`config.mk`:
```
export PLATFORM = sky130hd
export DESIGN_NAME = hftc_hash
export DESIGN_NICKNAME = d
export VERILOG_FILES = /design/src/rtl/core/hftc_pkg.sv /design/src/rtl/core/hftc_hash.sv
export SDC_FILE = /design/constraint.sdc
export NUM_CORES = 1
export LEC_CHECK = 0
export ABC_CLOCK_PERIOD_IN_PS = 8000
export BUFFER_PORTS_ARGS = -buffer_cell sky130_fd_sc_hd__buf_2
export CORE_ASPECT_RATIO = 1.4
export CORE_MARGIN = 4
export CORE_UTILIZATION = 45
export CTS_BUF_LIST = sky130_fd_sc_hd__clkbuf_8
export CTS_CLUSTER_SIZE = 25
export DETAILED_ROUTE_END_ITERATION = 6
export GPL_TIMING_DRIVEN = 0
export SYNTH_ARGS = -nofsm -noshare
export SYNTH_HDL_FRONTEND = slang
export SYNTH_SLANG_ARGS = --single-unit
```
`constraint.sdc`:
```
create_clock -name clk -period 8 [get_ports clk]
set_input_delay 1.2 -clock clk [delete_from_list [all_inputs] [get_ports clk]]
set_output_delay 1.2 -clock clk [all_outputs]
set_load 0.02 [all_outputs]
```
`src/rtl/core/hftc_pkg.sv`:
```
// Package for the hashed FIFO tag cache: word types, mode codes, sequencer states
// and default sizes. Used by hftc_hash and hashed_fifo_tag_cache.
package hftc_pkg;

  localparam int unsigned CACHE_ENTRIES_DEF = 128;
  localparam int unsigned HASH_BITS_DEF     = 8;
  localparam logic [63:0] GOLDEN_MUL        = 64'h9e3779b97f4a7c16;
  localparam int unsigned ADDR_SHIFT        = 4;
  localparam int unsigned SLOT_W            = 7;

  typedef enum logic [1:0] {
    MODE_LOOKUP   = 2'd0,
    MODE_ALLOCATE = 2'd1,
    MODE_FINALIZE = 2'd2,
    MODE_FLUSH    = 2'd3
  } mode_e_t;

  typedef struct packed {
    mode_e_t             mode;
    logic [63:0]         key_address;
    logic [63:0]         pred_bits;
    logic [63:0]         match_mask;
    logic [63:0]         match_value;
    logic [SLOT_W-1:0]   hint_slot;
    logic [SLOT_W-1:0]   prev_slot;
    logic [SLOT_W-1:0]   target_slot;
  } req_word_t;

  typedef struct packed {
    logic              hit;
    logic [SLOT_W-1:0] slot;
    logic [SLOT_W-1:0] next_hint;
  } rsp_word_t;

  typedef enum logic [4:0] {
    S_CLEAR,
    S_IDLE,
    S_LHCHK,
    S_LHWAIT,
    S_LHEAD,
    S_LWALK,
    S_LCMP,
    S_A1,
    S_AUWAIT,
    S_AUHEAD,
    S_AUWALK,
    S_AURD,
    S_AKEY,
    S_AKWAIT,
    S_AKHEAD,
    S_FLUSH,
    S_DONE
  } state_t;

endpackage

```
`src/rtl/core/hftc_hash.sv`:
```
// Multi-cycle golden-ratio hash: bucket = top HASH_BITS of (addr >> 4) * GOLDEN_MUL.
// Depends on hftc_pkg. The 64-bit product is built from four 16-bit partial products.
module hftc_hash #(
  parameter int unsigned HASH_BITS = hftc_pkg::HASH_BITS_DEF
) (
  input  logic                 clk,
  input  logic                 rst,
  input  logic                 start,
  input  logic [63:0]          addr,
  output logic                 done,
  output logic [HASH_BITS-1:0] bucket
);
  import hftc_pkg::*;

  logic [63:0] operand;
  logic [63:0] prod;
  logic [63:0] acc;
  logic [2:0]  step;
  logic        busy;
  logic [79:0] part;

  assign part   = operand[{step[1:0], 4'b0} +: 16] * GOLDEN_MUL;
  assign bucket = acc[63 -: HASH_BITS];

  always_ff @(posedge clk) begin
    if (rst) begin
      busy <= 1'b0;
      done <= 1'b0;
      step <= '0;
    end else if (start) begin
      busy <= 1'b1;
      done <= 1'b0;
      step <= '0;
    end else if (busy) begin
      step <= step + 3'd1;
      if (step == 3'd4) begin
        busy <= 1'b0;
        done <= 1'b1;
      end
    end
  end

  // One partial product per cycle, registered, then folded into the sum.
  always_ff @(posedge clk) begin
    if (start) begin
      operand <= addr >> ADDR_SHIFT;
      acc     <= '0;
    end else if (busy) begin
      if (step != 3'd4) begin
        prod <= part[63:0] << {step[1:0], 4'b0};
      end
      if (step != 3'd0) begin
        acc <= acc + prod;
      end
    end
  end

endmodule

```
# Yosys cells after proc, flatten, opt, wreduce, memory -nomap -nowiden

Cells that the tools add are included.

Register bits after elaboration: 193
Bits of input ports: 67
Output and inout bits: 9
Logic and storage cells: 22

Add/sub/neg operators: 2
Multipliers: 1
Eq/ne operators: 2
Shift-type cells: 2
Mux-type cells: 3
Bitwise gates (word level): 1
Reduce and logical (&&, ||, !) cells: 5

Operators by type and width:

| cell                                                | number |
|---|---|
| adder 64 bit                                        | 1 |
| variable part select 64 x 7 -> 16 bit               | 1 |
| left shift 64 x 6 -> 64 bit                         | 1 |
| multiplier 16 x 63 -> 63 bit, second input constant | 1 |
| AND reduction 2 bit                                 | 2 |
| adder 3 x 1 -> 3 bit, second input constant         | 1 |
| == test 3 bit, second input constant                | 1 |
| 2-to-1 mux 1 bit                                    | 3 |
| != test 3 bit, second input constant                | 1 |
| AND reduction 3 bit                                 | 1 |
| nonzero test 3 bit                                  | 1 |
| OR reduction 2 bit                                  | 1 |
| NOT 1 bit                                           | 1 |

# Depth between registers and ports, before layout

Depth in word-level cells: 4
Mapped depth: 30

# Worst setup path before layout

Ideal clock, no wire load.

Path type: register -> register
From: register step[0]
To: register prod[57] (data pin)
Setup time: 272 ps
Arrival time: 8224 ps
Data required time: 7728 ps
Slack: -496 ps
Cell stages (with the launch flop): 30
Clock period less this slack: 8496 ps
Cell sequence: dfxtp_1 -> buf_1 -> buf_1 -> clkbuf_1 -> nor2_1 -> a21oi_1 -> inv_1 -> fa_1 -> xor2_1 -> ha_1 -> inv_1 -> fa_1 -> fa_1 -> inv_1 -> fa_1 -> inv_1 -> fa_1 -> inv_1 -> ha_1 -> buf_2 -> nand2_1 -> nor2_1 -> a211o_1 -> a221o_1 -> and2_4 -> a211o_4 -> a21oi_4 -> o21ai_2 -> xor2_1 -> mux4_2

Longest elaborated chain between the ends: 3

Ends and longest elaborated chain:

| item                                  | RTL line        | text |
|---|---|---|
| from (decl)                           | hftc_hash.sv:18 | `logic [2:0] step;` |
| from (signal assigned)                | hftc_hash.sv:35 | `step <= step + 3'd1;` |
| variable part select 64 x 7 -> 16 bit | hftc_hash.sv:22 | `assign part = operand[{step[1:0], 4'b0} +: 16] * GOLDEN_MUL;` |
| multiplier 16 x 63 -> 63 bit          | hftc_hash.sv:22 |  |
| left shift 64 x 6 -> 64 bit (*)       | hftc_hash.sv:50 | `prod <= part[63:0] << {step[1:0], 4'b0};` |
| to (signal assigned)                  | hftc_hash.sv:50 |  |
| to (decl)                             | hftc_hash.sv:16 | `logic [63:0] prod;` |

Every way passes the cells marked *; elsewhere a longest branch is shown, timed or not.
A chain may end at the register's enable or synchronous reset.

# Worst setup path after layout

From: register step[0]
To: register prod[50] (data pin)

Same word-level chain as after synthesis.

==> metrics.txt <==
share of cells above drive strength 1 between 10% and 20%; FF-to-FF End prod[50]; DRC viols 0; Synth area leaders fa_1, edfxtp_1, ha_1; part of the Yosys area used for sequential elements between 20 and 25%; clk_skew 0.0178 ns; synth cell count leaders inv_1, fa_1, ha_1, nand2_1, a21oi_1; WL final approximately 84000 µm; Worst path slowest cell fa_2; mean post-synth cell area around 9.6 µm²; worst-path fanout max 8; Hold EP acc[7]; CTS tree built; Initial DRC Count roughly 1500; clk_lat worst skew ~0.51 ns; Syn Nets 3285; die height around 290 µm; Crit Reg-Reg Startpoint step[0]; Post-synth EDFFs about 120; Least-Margin Pin Slew between 1 and 1.5 ns; remaining antenna violation count 0; Yosys top cell by area fa_1; Synth async-reset ratio 0%; Die ar. roughly 0.06 mm²; status complete, no violations; Std-Cell Rows 101; Ports 76; finished layout cell area 0.0278 mm²; reg2reg path depth 23; Post-Syn Area 0.0249 mm²; CTS Sinks 191; Synth cell types 90; hold_sp acc[7]; GR Overflow Total 0; top-count cell post-synth inv_1; Gate Count Post-Synth about 2600; vias between 15000 and 20000; fillers approximately 5000; Worst EP required 8.26 ns; H-tree level count 4; Root Buffer Master clkbuf_8; post-DR wirelength/cell roughly 24 µm; Yosys top cell area share between 20% and 30%; largest net degree at the start of global routing a little under 70; critical path endpoint category flip-flop; clock buffer count from CTS 17; Rel. slew slack roughly 22%; dpl hpwl between 60000 and 70000 µm; Max Slew Vio Count 0; Crit Path Category flip-flop to flip-flop; area grow syn2layout 11.5%; Die Span X about 210 µm; highest clock rate 0.126 GHz; initial antenna violation count 1; R2R Setup Slk 0.09 ns; Final Hold Viols 0; Final setup viols 0; count of max-cap constraint violations 0; Final nets 3451; drt via density 5.62; CP cell instances buf_12 -> buf_12 -> mux4_2 -> fa_2 -> clkinvlp_4 -> fa_1 -> fa_1 -> inv_1 -> fa_1 -> fa_1 -> inv_1 -> fa_1 -> inv_1 -> ha_2 -> a21o_1 -> a21oi_1 -> or4b_4 -> inv_1 -> and2_4 -> o21ai_1 -> a21boi_1 -> xnor2_1 -> mux4_2; hold_buf cts 0; minimum clock period after layout around 7.9 ns; Hold Path Stages 2; clock buffer depth 2; most used cell, CP fa_1; CP delay by family, top adder cells; Total GRT Usage between 20% and 30%; CORE AREA 0.0546 mm²; Initial Util between 40% and 50%; first-pass GRT wire length between 100000 and 150000 µm; FF+latch count, synth ~190; Max stage delay on crit path just over 0.8 ns; GP Congestion 1.06; Clk pin slew, worst setup/hold paths roughly 0.11 ns; Data arrival, critical path just over 8 ns; Port-buffer cells about 70; Worst Hold Class flip-flop to flip-flop; Yosys warning count 0; WP buf/inv 7; Tcrit/Tclk final 98.9%; startpoint types flip-flop; First-pass DRT Iterations 5; dpl cell area ~0.026 mm²; ys flop type edfxtp_1; vias in the first global route between 20000 and 25000
-- cell type report --
cell class	instances	area (µm²)	area share [%]
multi-input cells	1846	18100	65.1
flip-flops and latches	191	5060	18.2
inverters	481	1840	6.62
repair buffers	152	1050	3.77
well taps	721	902	3.24
plain buffers	85	474	1.71
clock buffers	17	234	0.841
clock inverters	15	150	0.540
diodes	1	2.50	0.00900
-- routing by layer --
metal,track usage [%],share of wire (%)
met3,2.79,3.4
met4,18.0,8.3
met2,51.4,52
met1,32.1,37
met5,0,0
-- timing repair --
action                                 in CTS  in global routing
resized for setup                          69                 60
pin swaps                                  18                 26
setup endpoints to repair                  47                 19
cloned                                      0                  0
buffers inserted                           53                 26
endpoints found under the hold margin       0                  0
-- through the flow --
stage / utilization (%) / cells / setup TNS, ns / worst slack [ns] / hold slack, ns
3_5_place_dp: 48.1 / 3402 / -71.87 / -2.29 / 0.450
6_report: 50.9 / 3509 / 0 / 0.0863 / 0.465
4_1_cts: 50.1 / 3483 / 0 / 0.00199 / 0.464
5_1_grt: 50.9 / 3509 / -0.284 / -0.0565 / 0.479
3_3_place_gp: 48.0 / 3400 / -71.94 / -2.27 / 0.443
2_1_floorplan: - / 2608 / 0 / 0.0808 / 0.429
-- worst max path at each step --
stage	end	startpoint	cells after the start	slack, ns
5_1_grt	prod[60]	step[1]	29	-0.06
4_1_cts	prod[60]	step[1]	26	0.002
3_3_place_gp	prod[63]	step[0]	29	-2.27
6_report	prod[50]	step[0]	23	0.09
3_5_place_dp	prod[63]	step[0]	29	-2.29
2_1_floorplan	prod[57]	step[0]	29	0.08
-- worst reg2reg max path, delay by kind of cell (launching register included) --
kind,cells,cell delay [ns]
fa+ha+maj,7,3.69
mux,2,1.17
buf+inv,7,0.86
compound gates,4,0.73
simple gates,2,0.72
flops,1,0.38
xor+xnor,1,0.12
-- layout by cell type, fill, tap and decap left out, drive strengths merged, types with 38 or more instances in the layout --
cell / count
dfxtp: 68
nor2: 122
nand3: 45
fa: 322
clkbuf: 75
ha: 288
nand2: 210
edfxtp: 123
a21o: 76
buf: 179
a21oi: 196
o21ai: 89
xnor2: 77
inv: 480
xor2: 38
-- sequential cells by signal, summed over array words and instances (netlist names) --
name and count:
acc 63, prod 63, busy 1, operand 60, done 1, step 3
-- kinds of logic after synthesis --
kind of cell    synth area share, %
simple gates                   10.1
fa+ha+maj                      40.3
mux                            2.33
flops                          20.3
buf+inv                        8.80
xor+xnor                       4.04
compound gates                 14.1
Power is left out: the tool's default activity adds up to more than one toggle a clock period on the data nets, which glitch-free logic cannot reach.
